### config.mk
export PLATFORM = sky130hd
export DESIGN_NAME = nonzero_window_average
export DESIGN_NICKNAME = d
export VERILOG_FILES = /design/src/rtl/core/nwa_pkg.sv /design/src/rtl/core/nonzero_window_average.sv /design/src/rtl/core/nwa_front.sv /design/src/rtl/core/nwa_queue.sv /design/src/rtl/core/nwa_back.sv
export VERILOG_INCLUDE_DIRS = /design/src /design/src/rtl/core
export SDC_FILE = /design/constraint.sdc
export NUM_CORES = 1
export LEC_CHECK = 0
export ABC_AREA = 1
export BUFFER_PORTS_ARGS = -buffer_cell sky130_fd_sc_hd__buf_2
export CAP_MARGIN = 20
export CORE_MARGIN = 2
export CORE_UTILIZATION = 56
export DETAILED_ROUTE_END_ITERATION = 12
export PLACE_DENSITY = 0.76
export SYNTH_ARGS = -nofsm -noshare
export SYNTH_HDL_FRONTEND = slang
export SYNTH_HIERARCHICAL = 1
export SYNTH_SLANG_ARGS = --single-unit
### constraint.sdc
create_clock -name clk_i -period 2.3 [get_ports clk_i]
set_input_delay 0.23 -clock clk_i [delete_from_list [all_inputs] [get_ports clk_i]]
set_output_delay 0.23 -clock clk_i [all_outputs]
set_load 0.01 [all_outputs]
### src/rtl/core/nonzero_window_average_assert.svh
// assertion macros shared by the nonzero window average modules
// each macro expects clk_i and rst_ni in the enclosing module
`ifndef NONZERO_WINDOW_AVERAGE_ASSERT_SVH
`define NONZERO_WINDOW_AVERAGE_ASSERT_SVH

// same-cycle implication, checked out of reset
`define NWA_ASSERT_NOW(label, ante, cons, msg) \
  label: assert property (@(posedge clk_i) disable iff (!rst_ni) (ante) |-> (cons)) \
    else $error(msg);

// next-cycle implication, checked out of reset
`define NWA_ASSERT_NEXT(label, ante, cons, msg) \
  label: assert property (@(posedge clk_i) disable iff (!rst_ni) (ante) |=> (cons)) \
    else $error(msg);

`endif

### src/rtl/core/nwa_pkg.sv
`timescale 1ns / 1ps

package nwa_pkg;

  // window and field sizing
  localparam int WINDOW_LENGTH = 8;
  localparam int SAMPLE_W      = 16;
  localparam int SUM_W         = SAMPLE_W + $clog2(WINDOW_LENGTH);
  localparam int CNT_W         = $clog2(WINDOW_LENGTH + 1);
  localparam int STEP_W        = $clog2(SUM_W);

  // queue between front and back
  localparam int QUEUE_DEPTH   = 2;
  localparam int QPTR_W        = $clog2(QUEUE_DEPTH);
  localparam int QCNT_W        = $clog2(QUEUE_DEPTH + 1);

  // one job handed from front to back
  typedef struct packed {
    logic [SUM_W-1:0] sum;
    logic [CNT_W-1:0] count;
  } avg_job_t;

  // one finished result
  typedef struct packed {
    logic                is_empty;
    logic                is_near;
    logic [SAMPLE_W-1:0] window_mean;
  } avg_res_t;

endpackage

### src/rtl/core/nonzero_window_average.sv
`timescale 1ns / 1ps
// Mean of the nonzero range samples among the last WINDOW_LENGTH inputs.
// Input stream s_axis: one 16-bit range sample per transfer, zero = no echo.
// Output stream m_axis: one result per input sample, in order; tdata holds
// the truncated mean, tuser the near and empty flags.
// Config channel cfg_*: writes the 16-bit obstacle distance; always ready.
// The front keeps the window, a running sum and a nonzero count, and pushes
// one job per sample into a two-entry queue; it accepts a sample every cycle
// while that queue has room.
// The back runs a restoring divider, one quotient bit per cycle over the
// 19-bit sum (SUM_W steps), then registers the result; it takes the next job
// from the queue only once the last result is in the output register.
// Reset clears the window (all zero), the sum, the count, the queue and the
// obstacle distance (zero); m_axis_tvalid is low after reset.
// A stalled receiver holds the result in the output register; the back waits
// for it and the queue then fills, after which s_axis_tready drops.
module nonzero_window_average (
  input  logic        clk_i,
  input  logic        rst_ni,
  input  logic        s_axis_tvalid,
  output logic        s_axis_tready,
  input  logic [15:0] s_axis_tdata,   // [15:0] range_sample
  output logic        m_axis_tvalid,
  input  logic        m_axis_tready,
  output logic [15:0] m_axis_tdata,   // [15:0] window_mean
  output logic [1:0]  m_axis_tuser,   // [0] is_near, [1] is_empty
  input  logic        cfg_valid_i,
  output logic        cfg_ready_o,
  input  logic [15:0] cfg_data_i      // [15:0] obstacle_distance
);
  import nwa_pkg::*;

  logic [SAMPLE_W-1:0] obstacle_distance_q;
  logic                push;
  avg_job_t            push_job;
  logic                queue_full;
  logic                job_valid;
  avg_job_t            job;
  logic                job_ready;
  avg_res_t            res;

  // configuration register
  assign cfg_ready_o = 1'b1;

  always_ff @(posedge clk_i or negedge rst_ni) begin
    if (!rst_ni) begin
      obstacle_distance_q <= '0;
    end else if (cfg_valid_i && cfg_ready_o) begin
      obstacle_distance_q <= cfg_data_i;
    end
  end

  nwa_front u_front (
    .clk_i          (clk_i),
    .rst_ni         (rst_ni),
    .in_valid_i     (s_axis_tvalid),
    .in_ready_o     (s_axis_tready),
    .range_sample_i (s_axis_tdata),
    .push_o         (push),
    .push_job_o     (push_job),
    .queue_full_i   (queue_full)
  );

  nwa_queue u_queue (
    .clk_i       (clk_i),
    .rst_ni      (rst_ni),
    .push_i      (push),
    .push_job_i  (push_job),
    .full_o      (queue_full),
    .pop_valid_o (job_valid),
    .pop_job_o   (job),
    .pop_ready_i (job_ready)
  );

  nwa_back u_back (
    .clk_i               (clk_i),
    .rst_ni              (rst_ni),
    .job_valid_i         (job_valid),
    .job_i               (job),
    .job_ready_o         (job_ready),
    .obstacle_distance_i (obstacle_distance_q),
    .res_valid_o         (m_axis_tvalid),
    .res_o               (res),
    .res_ready_i         (m_axis_tready)
  );

  // output packing
  assign m_axis_tdata = res.window_mean;
  assign m_axis_tuser = {res.is_empty, res.is_near};

endmodule

### src/rtl/core/nwa_front.sv
`timescale 1ns / 1ps
`include "nonzero_window_average_assert.svh"

module nwa_front (
  input  logic                          clk_i,
  input  logic                          rst_ni,
  input  logic                          in_valid_i,
  output logic                          in_ready_o,
  input  logic [nwa_pkg::SAMPLE_W-1:0]  range_sample_i,
  output logic                          push_o,
  output nwa_pkg::avg_job_t             push_job_o,
  input  logic                          queue_full_i
);
  import nwa_pkg::*;

  logic [SAMPLE_W-1:0] window_q [WINDOW_LENGTH];
  logic [SAMPLE_W-1:0] window_d [WINDOW_LENGTH];
  logic [SUM_W-1:0]    sum_q, sum_d;
  logic [CNT_W-1:0]    count_q, count_d;
  logic                accept;
  logic                new_nz, old_nz;

  assign in_ready_o = !queue_full_i;
  assign accept     = in_valid_i && in_ready_o;

  // shift line, newest sample at the front
  always_comb begin
    window_d[0] = range_sample_i;
    for (int i = 1; i < WINDOW_LENGTH; i++) begin
      window_d[i] = window_q[i-1];
    end
  end

  // running sum and nonzero count, oldest entry falls out
  assign new_nz  = (range_sample_i != '0);
  assign old_nz  = (window_q[WINDOW_LENGTH-1] != '0);
  assign sum_d   = sum_q + SUM_W'(range_sample_i) - SUM_W'(window_q[WINDOW_LENGTH-1]);
  assign count_d = count_q + CNT_W'(new_nz) - CNT_W'(old_nz);

  always_ff @(posedge clk_i or negedge rst_ni) begin
    if (!rst_ni) begin
      sum_q   <= '0;
      count_q <= '0;
      for (int i = 0; i < WINDOW_LENGTH; i++) begin
        window_q[i] <= '0;
      end
    end else if (accept) begin
      sum_q   <= sum_d;
      count_q <= count_d;
      for (int i = 0; i < WINDOW_LENGTH; i++) begin
        window_q[i] <= window_d[i];
      end
    end
  end

  // job goes straight into the queue on each transfer
  assign push_o           = accept;
  assign push_job_o.sum   = sum_d;
  assign push_job_o.count = count_d;

  `NWA_ASSERT_NOW(a_empty_sum_zero, count_q == '0, sum_q == '0, "sum nonzero with empty window")
  `NWA_ASSERT_NOW(a_count_bound, 1'b1, count_q <= CNT_W'(WINDOW_LENGTH), "count above window")

endmodule

### src/rtl/core/nwa_queue.sv
`timescale 1ns / 1ps

module nwa_queue (
  input  logic              clk_i,
  input  logic              rst_ni,
  input  logic              push_i,
  input  nwa_pkg::avg_job_t push_job_i,
  output logic              full_o,
  output logic              pop_valid_o,
  output nwa_pkg::avg_job_t pop_job_o,
  input  logic              pop_ready_i
);
  import nwa_pkg::*;

  avg_job_t          slot_q [QUEUE_DEPTH];
  logic [QPTR_W-1:0] wr_ptr_q, rd_ptr_q;
  logic [QCNT_W-1:0] fill_q;
  logic              do_push, do_pop;

  assign full_o      = (fill_q == QCNT_W'(QUEUE_DEPTH));
  assign pop_valid_o = (fill_q != '0);
  assign pop_job_o   = slot_q[rd_ptr_q];
  assign do_push     = push_i && !full_o;
  assign do_pop      = pop_valid_o && pop_ready_i;

  // payload slots
  always_ff @(posedge clk_i) begin
    if (do_push) begin
      slot_q[wr_ptr_q] <= push_job_i;
    end
  end

  // pointers and fill level
  always_ff @(posedge clk_i or negedge rst_ni) begin
    if (!rst_ni) begin
      wr_ptr_q <= '0;
      rd_ptr_q <= '0;
      fill_q   <= '0;
    end else begin
      if (do_push) begin
        wr_ptr_q <= (wr_ptr_q == QPTR_W'(QUEUE_DEPTH - 1)) ? '0 : wr_ptr_q + 1'b1;
      end
      if (do_pop) begin
        rd_ptr_q <= (rd_ptr_q == QPTR_W'(QUEUE_DEPTH - 1)) ? '0 : rd_ptr_q + 1'b1;
      end
      fill_q <= fill_q + QCNT_W'(do_push) - QCNT_W'(do_pop);
    end
  end

endmodule

### src/rtl/core/nwa_back.sv
`timescale 1ns / 1ps
`include "nonzero_window_average_assert.svh"

module nwa_back (
  input  logic                          clk_i,
  input  logic                          rst_ni,
  input  logic                          job_valid_i,
  input  nwa_pkg::avg_job_t             job_i,
  output logic                          job_ready_o,
  input  logic [nwa_pkg::SAMPLE_W-1:0]  obstacle_distance_i,
  output logic                          res_valid_o,
  output nwa_pkg::avg_res_t             res_o,
  input  logic                          res_ready_i
);
  import nwa_pkg::*;

  typedef enum logic [1:0] {
    ST_IDLE,
    ST_DIV,
    ST_HOLD
  } state_e;

  state_e             state_q;
  logic [SUM_W-1:0]   dvd_q;
  logic [CNT_W-1:0]   div_q;
  logic [CNT_W-1:0]   rem_q;
  logic [STEP_W-1:0]  step_q;
  logic               empty_q;
  logic               res_valid_q;
  avg_res_t           res_q;

  logic [CNT_W:0]     trial;
  logic [CNT_W:0]     diff;
  logic               qbit;
  logic [SAMPLE_W-1:0] mean;
  logic               out_free;

  // one restoring step: bring in the next dividend bit, subtract if it fits
  assign trial = {rem_q, dvd_q[SUM_W-1]};
  assign diff  = trial - {1'b0, div_q};
  assign qbit  = (trial >= {1'b0, div_q});

  assign mean     = empty_q ? '0 : dvd_q[SAMPLE_W-1:0];
  assign out_free = !res_valid_q || res_ready_i;

  assign job_ready_o = (state_q == ST_IDLE);
  assign res_valid_o = res_valid_q;
  assign res_o       = res_q;

  // sequencer with divider and output register
  always_ff @(posedge clk_i or negedge rst_ni) begin
    if (!rst_ni) begin
      state_q     <= ST_IDLE;
      dvd_q       <= '0;
      div_q       <= '0;
      rem_q       <= '0;
      step_q      <= '0;
      empty_q     <= 1'b0;
      res_valid_q <= 1'b0;
      res_q       <= '0;
    end else begin
      // result taken while no new one is being loaded
      if (res_valid_q && res_ready_i && (state_q != ST_HOLD)) begin
        res_valid_q <= 1'b0;
      end
      unique case (state_q)
        ST_IDLE: begin
          if (job_valid_i) begin
            dvd_q   <= job_i.sum;
            div_q   <= job_i.count;
            rem_q   <= '0;
            step_q  <= STEP_W'(SUM_W - 1);
            empty_q <= (job_i.count == '0);
            state_q <= ST_DIV;
          end
        end
        ST_DIV: begin
          rem_q  <= qbit ? diff[CNT_W-1:0] : trial[CNT_W-1:0];
          dvd_q  <= {dvd_q[SUM_W-2:0], qbit};
          step_q <= step_q - 1'b1;
          if (step_q == '0) begin
            state_q <= ST_HOLD;
          end
        end
        ST_HOLD: begin
          if (out_free) begin
            res_q.window_mean <= mean;
            res_q.is_empty    <= empty_q;
            res_q.is_near     <= !empty_q && (mean < obstacle_distance_i);
            res_valid_q       <= 1'b1;
            state_q           <= ST_IDLE;
          end
        end
        default: begin
          state_q <= ST_IDLE;
        end
      endcase
    end
  end

  `NWA_ASSERT_NOW(a_rem_below_div, (state_q == ST_DIV) && (div_q != '0), rem_q < div_q, "remainder not below divisor")
  `NWA_ASSERT_NEXT(a_take_job, (state_q == ST_IDLE) && job_valid_i, state_q == ST_DIV, "job not taken")
  `NWA_ASSERT_NOW(a_empty_result, res_valid_q && res_q.is_empty, (res_q.window_mean == '0) && !res_q.is_near, "empty result not cleared")

endmodule

* After elaboration in Yosys (flattened, before gate mapping)
Memories as Yosys holds them, arrays and structs flattened.
Index checks and enable logic that the tools add are counted.
Widths: inputs -> output; s select.
** Storage, ports and cells
- Register bits :: 225
- Bits in writable memories :: 46
- Input port bits :: 37
- Output and inout port bits :: 21
- Logic and storage cells :: 84
- Memories kept :: 1
** Memory list
- u_queue.slot_q :: words 2, bits a word 23, read ports 1, clocked after memory_dff 0, write ports 1, RTL line nwa_queue.sv:15 : avg_job_t slot_q [QUEUE_DEPTH];
** Operators by class
- Add/subtract/negate cells :: 10
- $lt $le $gt $ge :: 2
- Eq/ne operators :: 7
- Multiplexer cells :: 19
- Reductions and logical operators :: 21
** Operators by type and width (count)
- $pmux 19 s2 :: 1
- $reduce_bool 16->1 :: 2
- $add 19x16->19 :: 1
- $mux 19 :: 1
- $sub 19x16->19 :: 1
- $lt 16x16->1 :: 1
- $mux 16 :: 1
- $pmux 5 s2 :: 1
- $mux 4 :: 2
- $pmux 4 s2 :: 1
- $mux 1 :: 7
- $logic_and 1x1->1 :: 6
- $mux 2 :: 3
- $ne 2x1->1 const B :: 3
- $pmux 2 s3 :: 1
- $reduce_and 2->1 :: 3
- $ge 5x4->1 :: 1
- $logic_not 5->1 :: 1
- $mux 5 :: 1
- $sub 5x1->5 const B :: 1
- $add 4x1->4 :: 1
- $eq 2x2->1 const B :: 2
- $logic_not 4->1 :: 1
- $reduce_bool 2->1 :: 2
- 11 further kinds :: 14

* Logic depth before layout (Yosys ltp)
- Depth in word-level cells :: 6
- Gate-level depth with buffers :: 15
- Mapped depth without buffers :: 15

* By module
Netlist, hierarchy kept.
** By module, submodules not included
- nwa_front :: instances 1, cells each 864, area each 7348.3 um^2, sequential area each 3778.6 um^2
- nwa_back :: instances 1, cells each 344, area each 2966.6 um^2, sequential area each 1351.3 um^2
- nwa_queue :: instances 1, cells each 153, area each 1970.6 um^2, sequential area each 1481.4 um^2
- nonzero_window_average :: instances 1, cells each 70, area each 655.6 um^2, sequential area each 400.4 um^2

* Worst setup path after synthesis
OpenSTA, ideal clock, no wires.
- Path kind :: reg2reg
- From :: register u_queue.fill_q[1]
- To :: memory u_queue/slot_q[1][0] (netlist name) (enable)
- Setup time :: 403 ps
- Arrival time :: 2227 ps
- Required time :: 1897 ps
- Setup slack :: -329 ps
- Cell stages (with the launch flop) :: 10
- Path buffers :: 2
- Clock period less this slack :: 2629 ps
- Cells stage by stage :: dfrtp_1 nand2_1 inv_1 inv_1 nand2_1 inv_1 buf_2 buf_2 nand2_1 nor2_1
** On the way
- Word-level cells in the longest chain between the ends :: 6
** RTL lines
- start: declaration :: RTL line nwa_queue.sv:17 : logic [QCNT_W-1:0] fill_q;
- start signal: assignment :: RTL line nwa_queue.sv:46 : fill_q <= fill_q + QCNT_W'(do_push) - QCNT_W'(do_pop);
- $eq 2x2->1 :: RTL line nwa_queue.sv:20 : assign full_o = (fill_q == QCNT_W'(QUEUE_DEPTH));
- net queue_full :: RTL line nonzero_window_average.sv:36 : logic queue_full;
- $logic_not 1->1 :: RTL line nwa_front.sv:23 : assign in_ready_o = !queue_full_i;
- net s_axis_tready :: RTL line nonzero_window_average.sv:21 : output logic s_axis_tready,
- $logic_and 1x1->1 :: RTL line nwa_front.sv:24 : assign accept = in_valid_i && in_ready_o;
- net push :: RTL line nonzero_window_average.sv:34 : logic push;
- $logic_and 1x1->1 :: RTL line nwa_queue.sv:23 : assign do_push = push_i && !full_o;
- $mux 1 :: RTL line nwa_queue.sv:28 : if (do_push) begin
- $mux 1 (implied by the code) :: RTL line nwa_queue.sv:29 : slot_q[wr_ptr_q] <= push_job_i;
- end: declaration :: RTL line nwa_queue.sv:15
The timed path passes the listed nets, and every way through them passes these cells.

==> metrics.cfg <==
[sta]
fin_crit_ps=2630
rsz0062_at_grt=true
hold_viol=0
setup_viol=48
tightest_slew_ps=755
drv_slew=0
max_freq_mhz=380
fin_skew_ps=24.9
slew_headroom_pct=49.6
setup_slack_ps=-329
post-route-period-util_pct=114

[detailed_routing]
dr.first_iter.drc_count=696
antenna_left=0
vias_per_cell=5.30
dr.pass1.iters=5
totalWireLength_um=30600
vias=9877
wl_per_cell_um=16.4
post-route-drc-count=0

[worst_setup_path]
cp-end-kind=register
ff2ff_path_depth=10
r2r_slack_ps=-330
worstSetupStartpointType=register
critPathRequiredTime_ps=2770
regToRegEndpoint=u_front/count_q[2]
worstSetupStartpoint=u_front/window_q[1]
crit_fanout=3
crit_type=register to register
r2r_start=u_front/window_q[1]
arrival_ps=3100

[global_routing]
grt_usage_pct=23.8
grt_pass1_wl_um=47000
first_global_vias=9902
grt_max_degree=157
overflow=0
antenna_found_initial=0

[worst_hold_path]
whs_endpoint=u_front/window_d[109]
hp-start=s_axis_tdata[13]
min_path_type=primary input to register
hold_depth=3

[place]
gp_congestion=0.877
dp_hpwl_um=18000
placed_area_um2=13800
place_inst=1776
io_buffers=56
pre_cts_slack_ps=-329

[layout]
multi_input_area_um2=5660
instances_no_fill=1862
fillers=1570
drive_gt1_share_pct=23.7
fin_nets=1656
areaGrowthSynthToFinish_pct=23.3
final_util_pct=70.5
regArea_um2=7020
diodes=0
fin_area_um2=16000

[run]
maxCapViolations=0

[clock_network]
cts_sinks=271
clk_latency_ps=560
clockBufferDepth=3
cts-htree-levels=1
clk_pin_slew_ps=60
numCtsBuffers=28
root_buffer=clkbuf_16
cts_tree=built

[synthesis]
synth_seq_cells=271
syn_inst=1431
syn_nets=1532
postSynth.asyncResetShare_pct=83.0
synth_ff_type=dfrtp_1
ys_seq_area_share_pct=54.2
syn-mean-instance-area_um2=9.04
synth.cell_area_um2=12900
ys_types=48
synth_edf_count=46
ys_warn_count=6

[floorplanning]
initial_utilization_pct=57.2
die_x_um=156
fp-row-count=55
die_area_um2=24300
core-area_um2=22600
io_pins=58
die_h_um=156

[status]
status=finished, violations left
violations=negative setup slack

==> repair_timing <==
item                                   in CTS  in global routing
endpoints found under the hold margin     100                  0
hold buffers                               19                  0
gates resized for setup                    68                146
buffers inserted                            7                 12
pin swaps                                  29                 63
setup endpoints to repair                  45                 53
==> kinds of logic after synthesis <==
| family | count (synthesis) | share of synthesized area, % |
|---|---|---|
| buffers and inverters | 264 | 8.90 |
| multiplexers | 1 | 0.0774 |
| other | 1 | 0.0290 |
| AND/OR/NAND/NOR | 605 | 19.5 |
| adder cells (fa/ha/maj) | 64 | 7.23 |
| AO/OA/AOI/OAI | 213 | 9.23 |
| XOR/XNOR | 12 | 0.812 |
| flip-flops | 271 | 54.2 |
==> area by class of cell <==
cell class | count | area share (%)
Tap cell | 285 | 2.24
Multi-Input combinational cell | 896 | 35.5
Inverter | 211 | 5.11
Timing Repair Buffer | 147 | 7.14
Clock inverter | 20 | 1.47
Clock buffer | 32 | 4.55
Sequential cell | 271 | 44.0
==> worst max-delay path by stage <==
stage | end | slack, ps | cells past startpoint
2_1_floorplan | u_queue/slot_q[0][16] | 30 | 10
6_report | u_front/count_q[2] | -330 | 10
3_5_place_dp | u_front/count_q[2] | -330 | 13
4_1_cts | u_front/count_q[2] | -130 | 11
5_1_grt | u_front/count_q[2] | -390 | 10
3_3_place_gp | u_queue/slot_q[0][1] | -270 | 11
==> cell usage after synthesis, types with 9 or more instances <==
library cell	number	area share (%)
xor2_1	9	0.61
nand2_1	469	14
a21oi_1	28	1.1
a22oi_1	9	0.52
o21ai_1	11	0.43
edfxtp_1	46	11
o21ai_0	146	5.6
inv_1	203	5.9
fa_1	18	2.8
and2_1	12	0.58
nand2_2	21	1.0
buf_2	21	0.81
dfrtp_1	225	44
nor2_1	38	1.1
ha_1	46	4.4
nand3_1	29	1.1
clkbuf_1	19	0.55
==> flip-flops by register name, summed over array words and instances (netlist names) <==
register	flops
u_queue/rd_ptr_q	1
u_back/res_o	18
u_queue/slot_q	46
u_back/empty_q	1
u_back/dvd_q	19
u_back/state_q	2
u_front/window_d	112
u_back/rem_q	4
u_front/window_q	16
u_queue/fill_q	2
u_front/sum_q	19
u_queue/wr_ptr_q	1
u_back/step_q	5
u_back/div_q	4
u_front/count_q	4
u_back/res_valid_o	1
obstacle_distance_q	16
==> cells in the final DEF, fill, tap and decap left out, types with 7 or more instances in the layout <==
master / instances
nor2_1: 25
nand3_2: 10
buf_4: 57
o21ai_0: 136
nand2_4: 17
edfxtp_1: 46
nand4_1: 8
buf_6: 8
a22oi_1: 9
dfrtp_2: 7
inv_2: 21
dlygate4sd3_1: 19
buf_2: 55
buf_12: 7
inv_1: 184
nand2_2: 45
clkbuf_16: 28
ha_4: 15
o21ai_1: 19
a22oi_2: 8
fa_1: 16
a21oi_2: 8
nand3_1: 17
and2_4: 10
ha_1: 30
a21oi_1: 16
nor2_4: 13
nand2_1: 426
dfrtp_1: 218
==> routing by layer <==
| metal | track usage [%] | vias to the layer above | part of all wire, % |
|---|---|---|---|
| li1 | - | 4731 | - |
| met1 | 30.3 | 4776 | 41 |
| met2 | 41.7 | 271 | 50 |
| met3 | 3.83 | 99 | 4.6 |
| met4 | 7.73 | 0 | 3.7 |
| met5 | 0 | - | 0 |
==> critical path, cell delays in order (launching register included) <==
cell and delay [ps]:
dfrtp_1 430, nor4_2 450, nand4_1 200, ha_1 330, inv_1 100, ha_2 210, inv_2 40, fa_2 380
xnor2_2 190, nand2_1 90, o21ai_1 130
==> stage by stage <==
stage                     hold slack [ps]  TNS [ps]
after floorplan                     -65.6         0
after global placement                303     -5060
after detailed placement              309     -6860
after CTS                            19.9      -836
after global routing                 32.6     -9750
final                                38.7     -6420
Power is left out: the tool's default activity adds up to more than one toggle a clock period on the data nets, which glitch-free logic cannot reach.
